## src/hw/rtl/pix2x2_pkg.sv

```systemverilog
// ----------------------------------------------------------------------------
// pix2x2_pkg
// Shared constants, types and helper function of the 2x2 pixelating block.
// ----------------------------------------------------------------------------
package pix2x2_pkg;

    localparam int MAX_WIDTH   = 512;
    localparam int MAX_HEIGHT  = 512;
    localparam int LINE_SLOTS  = MAX_WIDTH / 2;
    localparam int SLOT_W      = $clog2(LINE_SLOTS);
    localparam int QUEUE_DEPTH = 8;
    localparam int QPTR_W      = $clog2(QUEUE_DEPTH);

    localparam logic [8:0] COL_LIMIT = 9'(MAX_WIDTH / 2);
    localparam logic [8:0] ROW_LIMIT = 9'(MAX_HEIGHT / 2);

    // Configuration register indexes.
    localparam logic [1:0] REG_BLOCK_COLUMNS = 2'd0;
    localparam logic [1:0] REG_BLOCK_ROWS    = 2'd1;

    // One finished block on its way from the front to the back.
    typedef struct packed {
        logic [7:0] avg;
        logic [7:0] row_hi;   // block row, i.e. pixel row divided by two
        logic [7:0] col_hi;   // block column
        logic       last;     // last block of the frame
    } t_job;

    // Block count minus one, with zero read as one and large values saturated.
    function automatic logic [7:0] f_blocks_m1(input logic [8:0] v, input logic [8:0] limit);
        logic [8:0] c;
        begin
            c = v;
            if (c == 9'd0) begin
                c = 9'd1;
            end
            if (c > 9'd256) begin
                c = 9'd256;
            end
            if (c > limit) begin
                c = limit;
            end
            f_blocks_m1 = 8'(c - 9'd1);
        end
    endfunction

endpackage

```

## src/hw/rtl/pix2x2_ram.sv

```systemverilog
// ----------------------------------------------------------------------------
// pix2x2_ram
// Generic simple dual-port RAM, one write and one registered read port.
// ----------------------------------------------------------------------------
module pix2x2_ram #(
    parameter int WIDTH = 8,
    parameter int DEPTH = 256
) (
    input  logic                     i_clk,
    input  logic                     i_we,
    input  logic [$clog2(DEPTH)-1:0] i_waddr,
    input  logic [WIDTH-1:0]         i_wdata,
    input  logic                     i_re,
    input  logic [$clog2(DEPTH)-1:0] i_raddr,
    output logic [WIDTH-1:0]         o_rdata
);

    logic [WIDTH-1:0] r_mem [DEPTH];
    logic [WIDTH-1:0] r_rdata;

    always_ff @(posedge i_clk) begin
        if (i_we) begin
            r_mem[i_waddr] <= i_wdata;
        end
        if (i_re) begin
            r_rdata <= r_mem[i_raddr];
        end
    end

    assign o_rdata = r_rdata;

endmodule

```

## src/hw/rtl/pix2x2_front.sv

```systemverilog
// ----------------------------------------------------------------------------
// pix2x2_front
// Pixel intake: raster position, pair sums in the line store and block average.
// ----------------------------------------------------------------------------
module pix2x2_front
    import pix2x2_pkg::*;
(
    input  logic       i_clk,
    input  logic       i_rst_n,
    input  logic       i_accept,
    input  logic [7:0] i_pixel_value,
    input  logic       i_cfg_we,
    input  logic [1:0] i_cfg_index,
    input  logic [8:0] i_cfg_data,
    output logic       o_job_valid,
    output t_job       o_job
);

    logic [8:0] r_col;
    logic [8:0] r_row;
    logic [7:0] r_cols_m1;
    logic [7:0] r_rows_m1;
    logic [7:0] r_left;
    logic [8:0] n_col;
    logic [8:0] n_row;

    logic       col_last;
    logic       row_last;
    logic       line_we;
    logic       line_re;
    logic [8:0] pair_sum;
    logic [8:0] above;
    logic [9:0] total;

    assign col_last = (r_col == {r_cols_m1, 1'b1});
    assign row_last = (r_row == {r_rows_m1, 1'b1});

    assign pair_sum = {1'b0, r_left} + {1'b0, i_pixel_value};
    assign line_we  = i_accept & ~r_row[0] & r_col[0];
    // The stored pair is fetched on the left pixel, so it is ready for the right one.
    assign line_re  = i_accept & r_row[0] & ~r_col[0];

    pix2x2_ram #(
        .WIDTH (9),
        .DEPTH (LINE_SLOTS)
    ) u_line (
        .i_clk   (i_clk),
        .i_we    (line_we),
        .i_waddr (r_col[8:1]),
        .i_wdata (pair_sum),
        .i_re    (line_re),
        .i_raddr (r_col[8:1]),
        .o_rdata (above)
    );

    assign total = {1'b0, above} + {1'b0, pair_sum};

    assign o_job_valid   = i_accept & r_row[0] & r_col[0];
    assign o_job.avg     = total[9:2];
    assign o_job.row_hi  = r_row[8:1];
    assign o_job.col_hi  = r_col[8:1];
    assign o_job.last    = row_last & col_last;

    always_comb begin
        n_col = r_col;
        n_row = r_row;
        if (i_accept) begin
            if (col_last) begin
                n_col = 9'd0;
                n_row = row_last ? 9'd0 : r_row + 9'd1;
            end else begin
                n_col = r_col + 9'd1;
            end
        end
        // A size write abandons the current frame.
        if (i_cfg_we) begin
            case (i_cfg_index)
                REG_BLOCK_COLUMNS, REG_BLOCK_ROWS: begin
                    n_col = 9'd0;
                    n_row = 9'd0;
                end
                default: begin
                end
            endcase
        end
    end

    always_ff @(posedge i_clk) begin
        if (!i_rst_n) begin
            r_col     <= 9'd0;
            r_row     <= 9'd0;
            r_left    <= 8'd0;
            r_cols_m1 <= 8'd255;
            r_rows_m1 <= 8'd255;
        end else begin
            r_col <= n_col;
            r_row <= n_row;
            if (i_accept && !r_col[0]) begin
                r_left <= i_pixel_value;
            end
            if (i_cfg_we) begin
                case (i_cfg_index)
                    REG_BLOCK_COLUMNS: begin
                        r_cols_m1 <= f_blocks_m1(i_cfg_data, COL_LIMIT);
                    end
                    REG_BLOCK_ROWS: begin
                        r_rows_m1 <= f_blocks_m1(i_cfg_data, ROW_LIMIT);
                    end
                    default: begin
                    end
                endcase
            end
        end
    end

endmodule

```

## src/hw/rtl/pix2x2_queue.sv

```systemverilog
// ----------------------------------------------------------------------------
// pix2x2_queue
// Short first-in first-out queue of finished blocks between front and back.
// ----------------------------------------------------------------------------
module pix2x2_queue
    import pix2x2_pkg::*;
(
    input  logic i_clk,
    input  logic i_rst_n,
    input  logic i_push,
    input  t_job i_job,
    output logic o_full,
    input  logic i_pop,
    output t_job o_job,
    output logic o_empty
);

    t_job              r_slot [QUEUE_DEPTH];
    logic [QPTR_W-1:0] r_wptr;
    logic [QPTR_W-1:0] r_rptr;
    logic [QPTR_W:0]   r_count;
    logic              do_push;
    logic              do_pop;

    assign o_full  = (r_count == (QPTR_W+1)'(QUEUE_DEPTH));
    assign o_empty = (r_count == '0);
    assign do_push = i_push & ~o_full;
    assign do_pop  = i_pop & ~o_empty;
    assign o_job   = r_slot[r_rptr];

    always_ff @(posedge i_clk) begin
        if (do_push) begin
            r_slot[r_wptr] <= i_job;
        end
    end

    always_ff @(posedge i_clk) begin
        if (!i_rst_n) begin
            r_wptr  <= '0;
            r_rptr  <= '0;
            r_count <= '0;
        end else begin
            if (do_push) begin
                r_wptr <= r_wptr + 1'b1;
            end
            if (do_pop) begin
                r_rptr <= r_rptr + 1'b1;
            end
            case ({do_push, do_pop})
                2'b10:   r_count <= r_count + 1'b1;
                2'b01:   r_count <= r_count - 1'b1;
                default: r_count <= r_count;
            endcase
        end
    end

endmodule

```

## src/hw/rtl/pix2x2_back.sv

```systemverilog
// ----------------------------------------------------------------------------
// pix2x2_back
// Result sequencer: turns each block into four pixel results, one per pop.
// ----------------------------------------------------------------------------
module pix2x2_back
    import pix2x2_pkg::*;
(
    input  logic       i_clk,
    input  logic       i_rst_n,
    input  logic       i_q_empty,
    input  t_job       i_q_job,
    output logic       o_q_pop,
    input  logic       i_pop,
    output logic       o_empty,
    output logic [7:0] o_block_average,
    output logic [8:0] o_pixel_row,
    output logic [8:0] o_pixel_column,
    output logic       o_run_end,
    output logic       o_frame_end
);

    logic       r_busy;
    logic [1:0] r_k;
    t_job       r_job;
    logic       take;
    logic       load;

    assign take    = i_pop & r_busy;
    // A new block is loaded when idle, or as the fourth result of the current one leaves.
    assign load    = ~i_q_empty & (~r_busy | (take & (r_k == 2'd3)));
    assign o_q_pop = load;

    always_ff @(posedge i_clk) begin
        if (load) begin
            r_job <= i_q_job;
        end
    end

    always_ff @(posedge i_clk) begin
        if (!i_rst_n) begin
            r_busy <= 1'b0;
            r_k    <= 2'd0;
        end else begin
            if (load) begin
                r_busy <= 1'b1;
                r_k    <= 2'd0;
            end else if (take) begin
                r_k <= r_k + 2'd1;
                if (r_k == 2'd3) begin
                    r_busy <= 1'b0;
                end
            end
        end
    end

    assign o_empty         = ~r_busy;
    assign o_block_average = r_job.avg;
    assign o_pixel_row     = {r_job.row_hi, r_k[1]};
    assign o_pixel_column  = {r_job.col_hi, r_k[0]};
    assign o_run_end       = (r_k == 2'd3);
    assign o_frame_end     = (r_k == 2'd3) & r_job.last;

endmodule

```

## src/hw/rtl/pixelate_two_by_two_average.sv

```systemverilog
// ----------------------------------------------------------------------------
// pixelate_two_by_two_average
// Averages each 2x2 block of a grey raster image and writes the mean back to
// all four pixel positions of the block.
// ----------------------------------------------------------------------------
// Path: a block enters the block queue at the edge that accepts its last pixel;
// its first result is visible once the back has loaded it from the queue.
// Throughput: one pixel per cycle while the queue is not full; the back issues
// four results per block, so in odd rows the eight-entry block queue fills and
// holds back intake, which catches up in even rows, which produce no results.
// Reset: synchronous, active low; position cleared, both sizes set to 256 blocks.
// ----------------------------------------------------------------------------
module pixelate_two_by_two_average
    import pix2x2_pkg::*;
(
    input  logic       i_clk,
    input  logic       i_rst_n,
    input  logic       push,
    output logic       full,
    input  logic [7:0] i_pixel_value,
    output logic       empty,
    input  logic       pop,
    output logic [7:0] o_block_average,
    output logic [8:0] o_pixel_row,
    output logic [8:0] o_pixel_column,
    output logic       o_run_end,
    output logic       o_frame_end,
    input  logic       i_cfg_valid,
    output logic       o_cfg_ready,
    input  logic [1:0] i_cfg_index,
    input  logic [8:0] i_cfg_data
);

    logic accept;
    logic job_valid;
    t_job front_job;
    t_job q_job;
    logic q_full;
    logic q_empty;
    logic q_pop;

    assign o_cfg_ready = 1'b1;
    assign full        = q_full;
    assign accept      = push & ~q_full;

    pix2x2_front u_front (
        .i_clk         (i_clk),
        .i_rst_n       (i_rst_n),
        .i_accept      (accept),
        .i_pixel_value (i_pixel_value),
        .i_cfg_we      (i_cfg_valid),
        .i_cfg_index   (i_cfg_index),
        .i_cfg_data    (i_cfg_data),
        .o_job_valid   (job_valid),
        .o_job         (front_job)
    );

    pix2x2_queue u_queue (
        .i_clk   (i_clk),
        .i_rst_n (i_rst_n),
        .i_push  (job_valid),
        .i_job   (front_job),
        .o_full  (q_full),
        .i_pop   (q_pop),
        .o_job   (q_job),
        .o_empty (q_empty)
    );

    pix2x2_back u_back (
        .i_clk           (i_clk),
        .i_rst_n         (i_rst_n),
        .i_q_empty       (q_empty),
        .i_q_job         (q_job),
        .o_q_pop         (q_pop),
        .i_pop           (pop),
        .o_empty         (empty),
        .o_block_average (o_block_average),
        .o_pixel_row     (o_pixel_row),
        .o_pixel_column  (o_pixel_column),
        .o_run_end       (o_run_end),
        .o_frame_end     (o_frame_end)
    );

endmodule
```

## config.mk

```make
export PLATFORM = sky130hd
export DESIGN_NAME = pixelate_two_by_two_average
export DESIGN_NICKNAME = d
export VERILOG_FILES = /design/src/hw/rtl/pix2x2_pkg.sv /design/src/hw/rtl/pix2x2_ram.sv /design/src/hw/rtl/pix2x2_front.sv /design/src/hw/rtl/pix2x2_queue.sv /design/src/hw/rtl/pix2x2_back.sv /design/src/hw/rtl/pixelate_two_by_two_average.sv
export SDC_FILE = /design/constraint.sdc
export NUM_CORES = 2
export LEC_CHECK = 0
export BUFFER_PORTS_ARGS = -buffer_cell sky130_fd_sc_hd__buf_2
export CORE_ASPECT_RATIO = 1.4
export CORE_MARGIN = 1.5
export CORE_UTILIZATION = 65
export CTS_BUF_LIST = sky130_fd_sc_hd__clkbuf_4
export DETAILED_ROUTE_END_ITERATION = 8
export PLACE_DENSITY = 0.81
export SETUP_SLACK_MARGIN = 0.05
export SLEW_MARGIN = 20
export SYNTH_ARGS = -nofsm -noshare
export SYNTH_HDL_FRONTEND = slang
export SYNTH_SLANG_ARGS = --single-unit
```

## constraint.sdc

```tcl
create_clock -name i_clk -period 31.1 [get_ports i_clk]
set_clock_uncertainty 0.05 [all_clocks]
set_input_delay 6.22 -clock i_clk [delete_from_list [all_inputs] [get_ports i_clk]]
set_output_delay 6.22 -clock i_clk [all_outputs]
set_load 0.02 [all_outputs]
```

==> results.cfg <==
[run_status]
status = finished, final reports clean

[setup_path]
crit_fanout = 58
worst_setup_path_startpoint = i_pixel_value[0]
critical_path.cell_chain = buf_2 -> ha_4 -> fa_4 -> ha_1 -> a31o_2 -> a21oi_1 -> o21bai_1 -> a311oi_1 -> o21ai_0 -> nor2_1 -> xnor2_1
r2r_cells = 8
r2r-start = u_front.r_col[1]
critical_path_class = input port to flip-flop
worst_setup_path_endpoint = u_queue.r_slot[5][23]
worstPathArrival_ps = 10390
cp_slowest_cell = sky130_fd_sc_hd__fa_4
worst_setup_end_kind = flip-flop
worst-r2r-setup-slack_ps = 24680
required_ps = 32100
timing.rr.end = u_front.u_line.o_rdata[8]
setup.worst_path.start_class = input port
cp_slowest_stage_delay_ps = 1280

[synthesis]
synth.ff_latch_count = 2593
syn-mean-instance-area_um2 = 21.9
mappedNetlistNets = 4653
synth.area.top_cells = sky130_fd_sc_hd__edfxtp_1 (76%), sky130_fd_sc_hd__mux4_2 (15%), sky130_fd_sc_hd__dfxtp_1 (1.1%)
synth_compound_gate_area_share_pct = 1.90
synth_xor_area_share_pct = 0.427
synth_mux_area_share_pct = 16.4
post-synth-top-area-fraction_pct = 75.8
synth_fa_ha_area_share_pct = 0.351
synth_seq_area_share_pct = 76.9
netlist_area_um2 = 101000
total_of_warnings_raised_by_yosys = 0
dominant_combinational_cell_family_by_area_after_synthesis = multiplexers
synth_area_leader_cell = sky130_fd_sc_hd__edfxtp_1
ys_async_sr_fraction_pct = 0
synth_simple_gate_area_share_pct = 2.50
synth-edff-count = 2538
synth_ff_type = sky130_fd_sc_hd__edfxtp_1
syn_inst = 4602
synthDistinctLibCells = 55

[global_routing]
grt_antenna_before_repair = 10
grt_first_pass_wirelength_mm = 351
grt_use_total_pct = 31.6
gr-total-overflow = 0
grt_start_max_net_pins = 201
number_of_global_route_vias_before_repair = 52700

[final_layout]
most_used_cells_in_the_layout_excluding_fill_and_tap_cells = sky130_fd_sc_hd__edfxtp_1 (2538), sky130_fd_sc_hd__clkbuf_4 (782), sky130_fd_sc_hd__mux4_2 (685)
nNetsFinal = 5114
final_layout_size_suffix_gt1_share_pct = 32.5
instances_no_fill = 7513
mostFrequentLayoutCell = sky130_fd_sc_hd__edfxtp_1
final_core_utilization_pct = 71.8
flow.area_growth_from_synthesis_pct = 9.49
stdcell_area_um2 = 110000

[drt]
post_drt_wl_per_cell_um = 32.4
dr_total_vias = 51500
remaining_drc_errors = 0
dr.pass1.iters = 6
post_drt_via_cell_ratio = 6.85
drt_first_iter_violations = 6933
totalWireLength_mm = 243
ant_nets = 0

[floorplanning]
die_w_um = 335
initial_utilization_pct = 65.6
dieHeight_um = 468
fp-row-count = 170
core_area_um2 = 153000
die-area_um2 = 157000
io_pins = 55

[sta]
max_slew_margin_pct = 1.54
tightest_slew_ps = 1480
post-route-min-period_ps = 9390
post_route_fraction_of_the_period_consumed_by_the_critical_path_pct = 30.2
timing.hold.ws_ps = 437
rsz0062_at_grt = false
final-setup-viol-count = 0
clock.fmax_mhz = 106
final_critical_path_setup_slack_ps = 21710
tns_ps = 0
hold_viol = 0
slew_violations = 0

[placement]
dp.cells = 6543
pre_cts_slack_ps = 20440
number_of_buffers_inserted_by_port_buffering = 53
cell_area_after_placement_um2 = 103000
post-dp-hpwl_mm = 144
gp_routability_congestion = 0.934

[pwr]
peakVddDrop_mv = 0.0503
powerDensity_nw_per_um2 = 62.2
p_total_mw = 6.85
power_leakage_nw = 33.9

[job]
drv_cap = 0

[clock_network]
path_clk_slew_ps = 70
cts.path.max_buffers = 4
number_of_sinks_on_the_clock_net = 2593
worstSkewPairLatency_ps = 1410
cts_tree = yes
cts_repair_resize_count = 0
post-cts-setup-buffers = 0
cts_root_buffer = sky130_fd_sc_hd__clkbuf_4
cts_max_level = 6
cts_made_buffers = 581
hold_buffers = 0

[min_path]
hp-class = flip-flop to flip-flop
-- worst min path at each step --
stage / cells past startpoint / from / to
3_5_place_dp: 2 / u_back.r_k[1] / u_back.r_k[1]
5_1_grt: 2 / u_back.r_k[1] / u_back.r_k[1]
6_report: 2 / u_back.r_k[1] / u_back.r_k[1]
2_1_floorplan: 2 / u_back.r_busy / u_back.r_k[1]
4_1_cts: 2 / u_back.r_k[1] / u_back.r_k[1]
3_3_place_gp: 2 / u_back.r_k[1] / u_back.r_k[1]
-- final cells by class --
type / instances / area, µm²
inverter: 13 / 48.8
timing repair buffer: 173 / 1300
clock buffer: 782 / 5870
fill: 8389 / 43300
multi-input combinational: 1701 / 21900
sequential: 2593 / 77300
clock inverter: 172 / 1000
tap: 2064 / 2580
antenna: 15 / 37.5
-- synth_stat cells (16+ instances only) --
cell,count
sky130_fd_sc_hd__buf_4,47
sky130_fd_sc_hd__edfxtp_1,2538
sky130_fd_sc_hd__nand2_1,86
sky130_fd_sc_hd__o211ai_1,16
sky130_fd_sc_hd__clkbuf_1,144
sky130_fd_sc_hd__ha_1,25
sky130_fd_sc_hd__a22oi_1,54
sky130_fd_sc_hd__o21ai_0,21
sky130_fd_sc_hd__buf_1,27
sky130_fd_sc_hd__dfxtp_1,55
sky130_fd_sc_hd__xnor2_1,38
sky130_fd_sc_hd__buf_2,62
sky130_fd_sc_hd__a21oi_1,42
sky130_fd_sc_hd__a22o_1,31
sky130_fd_sc_hd__mux2_2,27
sky130_fd_sc_hd__mux4_2,685
sky130_fd_sc_hd__nor2_1,289
sky130_fd_sc_hd__o22ai_1,32
sky130_fd_sc_hd__nor3_1,62
sky130_fd_sc_hd__mux2i_1,78
sky130_fd_sc_hd__a221oi_1,32
sky130_fd_sc_hd__nand3_1,36
sky130_fd_sc_hd__nor2b_1,22
-- where the power goes --
group	total, mW	switching (mW)	internal (mW)
registers	3.98	0.00498	3.97
logic	0.351	0.268	0.0833
clock network	2.52	1.26	1.27
-- logic make-up (layout without fill, tap and decap cells) --
group / Yosys count / count (layout)
AND/OR/NAND/NOR: 568 / 568
AO/OA/AOI/OAI: 266 / 266
other: 1 / 16
flip-flops: 2593 / 2593
buffers and inverters: 308 / 1140
multiplexers: 790 / 790
XOR/XNOR: 49 / 49
adder cells (fa/ha/maj): 27 / 27
-- per-layer routing --
metal	GRT usage (%)	wire (µm)	vias to the layer above
met1	39.3	79500	26200
met2	50.4	121000	4060
met3	7.73	26800	732
met5	0	65	-
met4	20.1	16200	12
li1	-	-	20500
-- sequential cells by signal (all words and copies together) (netlist names) --
register                count
u_front.u_line.o_rdata      9
u_back.o_pixel_row          8
u_front.r_cols_m1           8
u_front.u_line.r_mem     2304
u_front.r_left              8
u_back.o_block_average      8
u_queue.r_slot            200
u_front.r_rows_m1           8
u_queue.r_count             4
u_queue.r_rptr              3
u_back.r_job                1
u_queue.r_wptr              3
u_front.r_row               9
u_back.r_busy               1
u_back.o_pixel_column       8
u_front.r_col               9
u_back.r_k                  2
-- critical path, delay by kind of cell --
family          cells  cell delay, ps
fa+ha+maj           3            1820
buf+inv             1             120
compound gates      5            1670
simple gates        1             250
xor+xnor            1             290
Power figures use the tool's default switching activity.
